`src/rtl/core/cbp_pkg.sv`:
```
package cbp_pkg;

  localparam int MAX_DIM = 4096;
  localparam int BORDER_PIXELS = 2;
  localparam int NUM_BARS = 8;

  localparam int COORD_W = 12;
  localparam int DIM_W = 13;
  localparam int SHIFT_W = 5;
  localparam int BITS_W = 4;
  localparam int PIXEL_W = 32;
  localparam int BAR_W = 3;
  localparam int CFG_INDEX_W = 3;
  localparam int CFG_DATA_W = 13;
  // column * NUM_BARS and k * width both fit here
  localparam int SCALED_W = COORD_W + BAR_W;

  typedef enum logic [CFG_INDEX_W-1:0] {
    REG_PANEL_WIDTH  = 3'd0,
    REG_PANEL_HEIGHT = 3'd1,
    REG_RED_SHIFT    = 3'd2,
    REG_RED_BITS     = 3'd3,
    REG_GREEN_SHIFT  = 3'd4,
    REG_GREEN_BITS   = 3'd5,
    REG_BLUE_SHIFT   = 3'd6,
    REG_BLUE_BITS    = 3'd7
  } cfg_reg_t;

  typedef struct packed {
    logic [COORD_W-1:0] column;
    logic [COORD_W-1:0] row_number;
  } in_item_t;

  typedef struct packed {
    logic [PIXEL_W-1:0] pixel_word;
    logic [BAR_W-1:0]   bar_number;
    logic               on_border;
  } out_item_t;

  // every channel of the bar palette is either 0 or 255: one flag per channel, {r,g,b}
  typedef logic [2:0] rgb_flags_t;

  localparam rgb_flags_t COLOUR_TABLE [NUM_BARS] = '{
    3'b100,  // red
    3'b010,  // green
    3'b001,  // blue
    3'b110,  // yellow
    3'b011,  // cyan
    3'b101,  // magenta
    3'b111,  // white
    3'b000   // black
  };

  function automatic logic [DIM_W-1:0] clamp_dim(input logic [DIM_W-1:0] d);
    clamp_dim = (d > DIM_W'(MAX_DIM)) ? DIM_W'(MAX_DIM) : d;
  endfunction

  // low <bits> bits of 255, count saturated at 8
  function automatic logic [7:0] keep_mask(input logic [BITS_W-1:0] bits);
    logic [8:0] ones;
    ones = (9'd1 << bits) - 9'd1;
    keep_mask = (bits >= BITS_W'(8)) ? 8'hFF : ones[7:0];
  endfunction

endpackage

```
`src/rtl/core/colour_bar_pattern_pixel.sv`:
```
// Colour bar test pattern, one pixel per clock while the output is not stalled.
//
// Input channel (in_valid/in_ready/in_data) carries a pixel coordinate; the
// output channel (out_valid/out_ready/out_data) returns one word per input:
// the packed pixel, the bar index and the border flag. Eight equal vertical
// bars, a two-pixel white frame, channels truncated and placed per the
// config registers.
// Config port (cfg_valid/cfg_ready/cfg_index/cfg_data) is always ready;
// write registers only while no pixel is in flight.
// Three register stages lie between input accept and out_valid (bar
// compares and border test, colour and channel masks, field placement).
// Throughput: one pixel per clock while out_ready holds, set by the stage registers.
// Reset (rst, synchronous) empties the pipe and loads 240x240 RGB888 layout.
// When the receiver stalls, the held word stays on out_data and the earlier
// stages keep filling; in_ready drops only once every stage holds a word.
module colour_bar_pattern_pixel
  import cbp_pkg::*;
(
  input  logic                   clk,
  input  logic                   rst,
  input  logic                   in_valid,
  output logic                   in_ready,
  input  in_item_t               in_data,
  output logic                   out_valid,
  input  logic                   out_ready,
  output out_item_t              out_data,
  input  logic                   cfg_valid,
  output logic                   cfg_ready,
  input  logic [CFG_INDEX_W-1:0] cfg_index,
  input  logic [CFG_DATA_W-1:0]  cfg_data
);

  logic [DIM_W-1:0]   panel_width, panel_height;
  logic [SHIFT_W-1:0] red_shift, green_shift, blue_shift;
  logic [BITS_W-1:0]  red_bits, green_bits, blue_bits;

  assign cfg_ready = 1'b1;

  always_ff @(posedge clk) begin
    if (rst) begin
      panel_width  <= DIM_W'(240);
      panel_height <= DIM_W'(240);
      red_shift    <= SHIFT_W'(16);
      red_bits     <= BITS_W'(8);
      green_shift  <= SHIFT_W'(8);
      green_bits   <= BITS_W'(8);
      blue_shift   <= SHIFT_W'(0);
      blue_bits    <= BITS_W'(8);
    end else if (cfg_valid && cfg_ready) begin
      unique case (cfg_reg_t'(cfg_index))
        REG_PANEL_WIDTH:  panel_width  <= cfg_data;
        REG_PANEL_HEIGHT: panel_height <= cfg_data;
        REG_RED_SHIFT:    red_shift    <= cfg_data[SHIFT_W-1:0];
        REG_RED_BITS:     red_bits     <= cfg_data[BITS_W-1:0];
        REG_GREEN_SHIFT:  green_shift  <= cfg_data[SHIFT_W-1:0];
        REG_GREEN_BITS:   green_bits   <= cfg_data[BITS_W-1:0];
        REG_BLUE_SHIFT:   blue_shift   <= cfg_data[SHIFT_W-1:0];
        REG_BLUE_BITS:    blue_bits    <= cfg_data[BITS_W-1:0];
        default: ;
      endcase
    end
  end

  // stage advance chain: a stage loads when it is empty or its word moves on
  logic v1, v2, v3;
  logic ready1, ready2, ready3;

  assign ready3   = !v3 || out_ready;
  assign ready2   = !v2 || ready3;
  assign ready1   = !v1 || ready2;
  assign in_ready = ready1;

  // ---- stage 1: bar thresholds and border test
  logic [DIM_W-1:0]        w_eff, h_eff;
  logic [SCALED_W-1:0]     x_scaled;
  logic [NUM_BARS-2:0]     bar_ge_next;
  logic                    border_next;
  logic [NUM_BARS-2:0]     bar_ge1;
  logic                    border1;

  assign w_eff    = clamp_dim(panel_width);
  assign h_eff    = clamp_dim(panel_height);
  assign x_scaled = SCALED_W'(in_data.column) << BAR_W;

  // bar >= k exactly when column*8 >= k*width
  always_comb begin
    for (int k = 1; k < NUM_BARS; k++) begin
      bar_ge_next[k-1] = x_scaled >= SCALED_W'(SCALED_W'(w_eff) * SCALED_W'(k));
    end
  end

  assign border_next =
      (in_data.column < COORD_W'(BORDER_PIXELS)) ||
      (DIM_W'(in_data.column) + DIM_W'(BORDER_PIXELS) >= w_eff) ||
      (in_data.row_number < COORD_W'(BORDER_PIXELS)) ||
      (DIM_W'(in_data.row_number) + DIM_W'(BORDER_PIXELS) >= h_eff);

  always_ff @(posedge clk) begin
    if (rst) begin
      v1 <= 1'b0;
    end else if (ready1) begin
      v1 <= in_valid;
    end
  end

  always_ff @(posedge clk) begin
    if (ready1 && in_valid) begin
      bar_ge1 <= bar_ge_next;
      border1 <= border_next;
    end
  end

  // ---- stage 2: bar index, palette and channel masks
  logic [BAR_W-1:0] bar_next;
  rgb_flags_t       rgb_next;
  logic [BAR_W-1:0] bar2;
  logic             border2;
  logic [7:0]       red_keep, green_keep, blue_keep;

  // thresholds are monotonic, so the bar is the count of passed ones
  always_comb begin
    bar_next = '0;
    for (int k = 0; k < NUM_BARS - 1; k++) begin
      if (bar_ge1[k]) begin
        bar_next = BAR_W'(k + 1);
      end
    end
  end

  assign rgb_next = COLOUR_TABLE[bar_next] | {3{border1}};

  always_ff @(posedge clk) begin
    if (rst) begin
      v2 <= 1'b0;
    end else if (ready2) begin
      v2 <= v1;
    end
  end

  always_ff @(posedge clk) begin
    if (ready2 && v1) begin
      bar2       <= bar_next;
      border2    <= border1;
      red_keep   <= rgb_next[2] ? keep_mask(red_bits) : 8'h00;
      green_keep <= rgb_next[1] ? keep_mask(green_bits) : 8'h00;
      blue_keep  <= rgb_next[0] ? keep_mask(blue_bits) : 8'h00;
    end
  end

  // ---- stage 3: place fields, bits past the top of the word drop off
  logic [PIXEL_W-1:0] pixel_next;

  assign pixel_next = (PIXEL_W'(red_keep) << red_shift) |
                      (PIXEL_W'(green_keep) << green_shift) |
                      (PIXEL_W'(blue_keep) << blue_shift);

  always_ff @(posedge clk) begin
    if (rst) begin
      v3 <= 1'b0;
    end else if (ready3) begin
      v3 <= v2;
    end
  end

  always_ff @(posedge clk) begin
    if (ready3 && v2) begin
      out_data.pixel_word <= pixel_next;
      out_data.bar_number <= bar2;
      out_data.on_border  <= border2;
    end
  end

  assign out_valid = v3;

endmodule

```
`config.mk`:
```
export PLATFORM = sky130hd
export DESIGN_NAME = colour_bar_pattern_pixel
export DESIGN_NICKNAME = d
export VERILOG_FILES = /design/src/rtl/core/cbp_pkg.sv /design/src/rtl/core/colour_bar_pattern_pixel.sv
export SDC_FILE = /design/constraint.sdc
export NUM_CORES = 1
export LEC_CHECK = 0
export BUFFER_PORTS_ARGS = -buffer_cell sky130_fd_sc_hd__buf_2
export CAP_MARGIN = 20
export CELL_PAD_IN_SITES_DETAIL_PLACEMENT = 0
export CELL_PAD_IN_SITES_GLOBAL_PLACEMENT = 1
export CORE_ASPECT_RATIO = 1.75
export CORE_MARGIN = 5
export CORE_UTILIZATION = 45
export CTS_BUF_LIST = sky130_fd_sc_hd__clkbuf_4
export DETAILED_ROUTE_END_ITERATION = 16
export PLACE_DENSITY_LB_ADDON = 0.1
export SYNTH_ARGS = -nofsm -noshare
export SYNTH_HDL_FRONTEND = slang
export SYNTH_SLANG_ARGS = --single-unit
```
`constraint.sdc`:
```
create_clock -name clk -period 12.7 [get_ports clk]
set_input_delay 2.54 -clock clk [delete_from_list [all_inputs] [get_ports clk]]
set_output_delay 2.54 -clock clk [all_outputs]
set_load 0.02 [all_outputs]
```
==> results.md <==
- Pwr Density: 83.3 nW/µm²
- Die Wd: 129 µm
- All-Layer GR Usage: 0.237
- Core area: 24600 µm²
- Maximum vdd ir drop: 0.0498 mV
- Mapped Area: 11200 µm²
- FILL cells: 2448
- DP Area: 11900 µm²
- NumNets Final: 1561
- TritonCTS Buffers: 17
- Ys Warns: 0
- Post-CTS Hold Fix Bufs: 0
- Clk_lat worst skew: 0.59 ns
- P_int: 664 µW
- Reg-to-Reg Start: panel_width[12]$_SDFFE_PP0P_
- Post-Syn Instances: 1278
- PortBufs: 82
- Max-slew violation count: 0
- Htree depth: 4
- Worst r2r dst: bar_ge1[6]$_DFFE_PP_
- Vias in the first global route: 9601
- Max Used Layer: met4
- Achievable Freq: 0.168 GHz
- GRT Residual Overflow: 0
- Commonest non-fill, non-tap cell in the layout: nand2_1
- Switching power: 349 µW
- Post-layout util: 0.494
- Clock power frac: 0.270
- Post-CTS sizing: 0
- Clock skew: 0.0264 ns
- Io pins: 84
- Switching share of power: 0.345
- Sequential Power Share: 0.462
- Postcts setup bufs: 0
- Slew @ Worst Pin: 1.02 ns
- Cell leakage power: 5.20 nW
- Finished Layout Cells: 1665
- Global-route wire length before repair: 51400 µm
- Clk slew on worst S/H paths: 0.11 ns
- Crit path DAT: 3.42 ns
- CP Data Required Time: 10.16 ns
- Clock Tree Buf Depth: 2
- Mapped Nets: 1500
- WL met1: 11600 µm
- Total negative slack: 0 ns
- CP Launch Type: input pin
- First-pass DRT Iterations: 5
- Layout cell share with drive strength beyond 1: 0.109
- Reg2Reg Setup Slack: 7.71 ns
- Routed len/inst: 19.8 µm
- RSZ-0062 raised after global routing: no
- Mean Syn Cell Area: 8.80 µm²
- Post-synth EDFFs: 72
- Vias: 9694
- Final Hold Vio Count: 0
- CP Capture Type: output pin
- Register area: 3280 µm²
- Worst Setup EP: in_ready
- Vias/cell: 5.82
- Ys async rst share: 0
- Tmin final: 5.96 ns
- Final GP Congestion: 0.984
- HP Class: reg -> reg
- Dpl cells: 1632
- Power Total: 1.01 mW
- Post-Route WL: 33000 µm
- Max Fanout on Critical Path: 6
- Die ar.: 28400 µm²
- Commonest non-fill, non-tap cells in the layout: 170 x nand2_1, 162 x ha_1, 94 x a21oi_1, 94 x nor2_1, 82 x buf_2
- Synth Register Bits: 128
- Slew margin rel.: 0.311
- Final instance area: 12200 µm²
- Area grow syn2layout: 8.13%
- Hold Path Depth: 0
- Outcome: finished, final reports clean
- CTS root buf: clkbuf_4
- Routed wl met3: 850 µm
- Setup Viol. Count Final: 0
- Die H: 219 µm
- CTS tree: yes
- Max Cap Viol: 0
- Post-route ant nets: 0
- DR DRC count: 0
- Post-synth top flop: edfxtp_1
- Initial Util: 0.457
- Reg2Reg Depth: 16
- Iteration-0 DRC Markers: 461
- Crit path launch: out_ready
- Wire length on met2: 18500 µm
- Crit path kind: in -> out
- Post-synthesis sequential area ratio: 0.292
- Pin count of the biggest net entering global routing: 48
- Period utilisation layout: 0.469
- Placement Rows: 76
- Clock sink count: 128
- Initial antenna violation count: 1
- Placed wire-length estimate: 26600 µm
- Yosys cell types: 72
- Combinational Power Share: 0.268
- Area occupied by multi-input gates: 7510 µm²
==> synthesized netlist by cell type (5+ instances only) <==
cell type / number / area [µm²]
a211o_1: 7 / 61.3
a211oi_1: 7 / 52.6
a21o_1: 24 / 180
a21oi_1: 94 / 470
a222oi_1: 5 / 50.1
a22oi_1: 17 / 128
a31oi_1: 9 / 56.3
and3_1: 10 / 62.6
buf_2: 9 / 45.0
clkbuf_1: 31 / 116
dfxtp_1: 56 / 1120
edfxtp_1: 72 / 2160
fa_1: 15 / 300
ha_1: 162 / 2030
inv_1: 60 / 225
mux2_2: 11 / 124
mux2i_1: 53 / 531
nand2_1: 170 / 638
nand2b_1: 17 / 106
nand3_1: 46 / 230
nand4_1: 16 / 100
nor2_1: 94 / 353
nor2b_1: 28 / 175
nor3_1: 19 / 95.1
nor4_1: 6 / 37.5
o211ai_1: 13 / 97.6
o21a_1: 10 / 75.1
o21ai_0: 60 / 300
o21bai_1: 5 / 37.5
o22ai_1: 7 / 43.8
o31ai_1: 5 / 37.5
or3_1: 7 / 43.8
xnor2_1: 32 / 280
xor2_1: 22 / 193
==> per-layer routing <==
| metal | vias to the layer above | global-route usage |
|---|---|---|
| met2 | 226 | 0.465 |
| met5 | - | 0 |
| met1 | 4601 | 0.225 |
| met4 | 0 | 0.151 |
| met3 | 92 | 0.0265 |
| li1 | 4775 | - |
==> power by group through the flow <==
stage                     clock network [mW]  registers, mW  logic, mW
after global routing                   0.298          0.470      0.308
after CTS                              0.282          0.468      0.274
after detailed placement                   0          0.478      0.272
after global placement                     0          0.477      0.268
after floorplan                            0          0.476      0.189
final                                  0.273          0.468      0.272
==> flip-flops by register name, summed over array words and instances, names as in the netlist <==
signal / flops
border1: 1
panel_height: 13
panel_width: 13
blue_shift: 5
blue_bits: 4
green_keep: 8
red_keep: 8
red_bits: 4
bar2: 3
out_data: 36
green_bits: 4
v1: 1
v2: 1
border2: 1
out_valid: 1
bar_ge1: 7
red_shift: 5
blue_keep: 8
green_shift: 5
==> worst min-delay path by stage <==
stage                                  to              start
detailed placement  out_data[1]$_DFFE_PP_  bar2[0]$_DFFE_PP_
CTS                 out_data[1]$_DFFE_PP_  bar2[0]$_DFFE_PP_
finish              out_data[1]$_DFFE_PP_  bar2[0]$_DFFE_PP_
global placement    out_data[1]$_DFFE_PP_  bar2[0]$_DFFE_PP_
floorplan           out_data[0]$_DFFE_PP_  border2$_DFFE_PP_
global route        out_data[2]$_DFFE_PP_  bar2[1]$_DFFE_PP_
==> cells by family (layout without fill, tap and decap cells) <==
logic type | Yosys count | count (layout) | synth area share
adder cells (fa/ha/maj) | 177 | 177 | 0.207
AO/OA/AOI/OAI | 305 | 305 | 0.177
other | 1 | 2 | 0.000333
AND/OR/NAND/NOR | 434 | 434 | 0.179
XOR/XNOR | 54 | 54 | 0.0421
flip-flops | 128 | 128 | 0.292
buffers and inverters | 113 | 187 | 0.0411
multiplexers | 66 | 66 | 0.0622
==> worst max-delay path, cell delays in order <==
cell     delay [ns]
buf_2          0.09
nor2b_1        0.44
nand3_1        0.16
buf_2          0.19
==> layout make-up <==
type,count,share of cell area
repair buffers,91,0.0393
clock buffers,17,0.0105
diodes,1,0.000206
multi-input cells,1037,0.618
inverters,64,0.0198
flip-flops and latches,128,0.270
well taps,312,0.0321
clock inverters,15,0.0104
==> stage by stage <==
step           hold slack, ns  setup WS [ns]
4_1_cts                 0.436           6.74
3_3_place_gp            0.403           6.79
6_report                0.433           6.74
3_5_place_dp            0.408           6.75
2_1_floorplan           0.400           7.12
5_1_grt                 0.454           6.64
(Power assumes the default switching activity.)
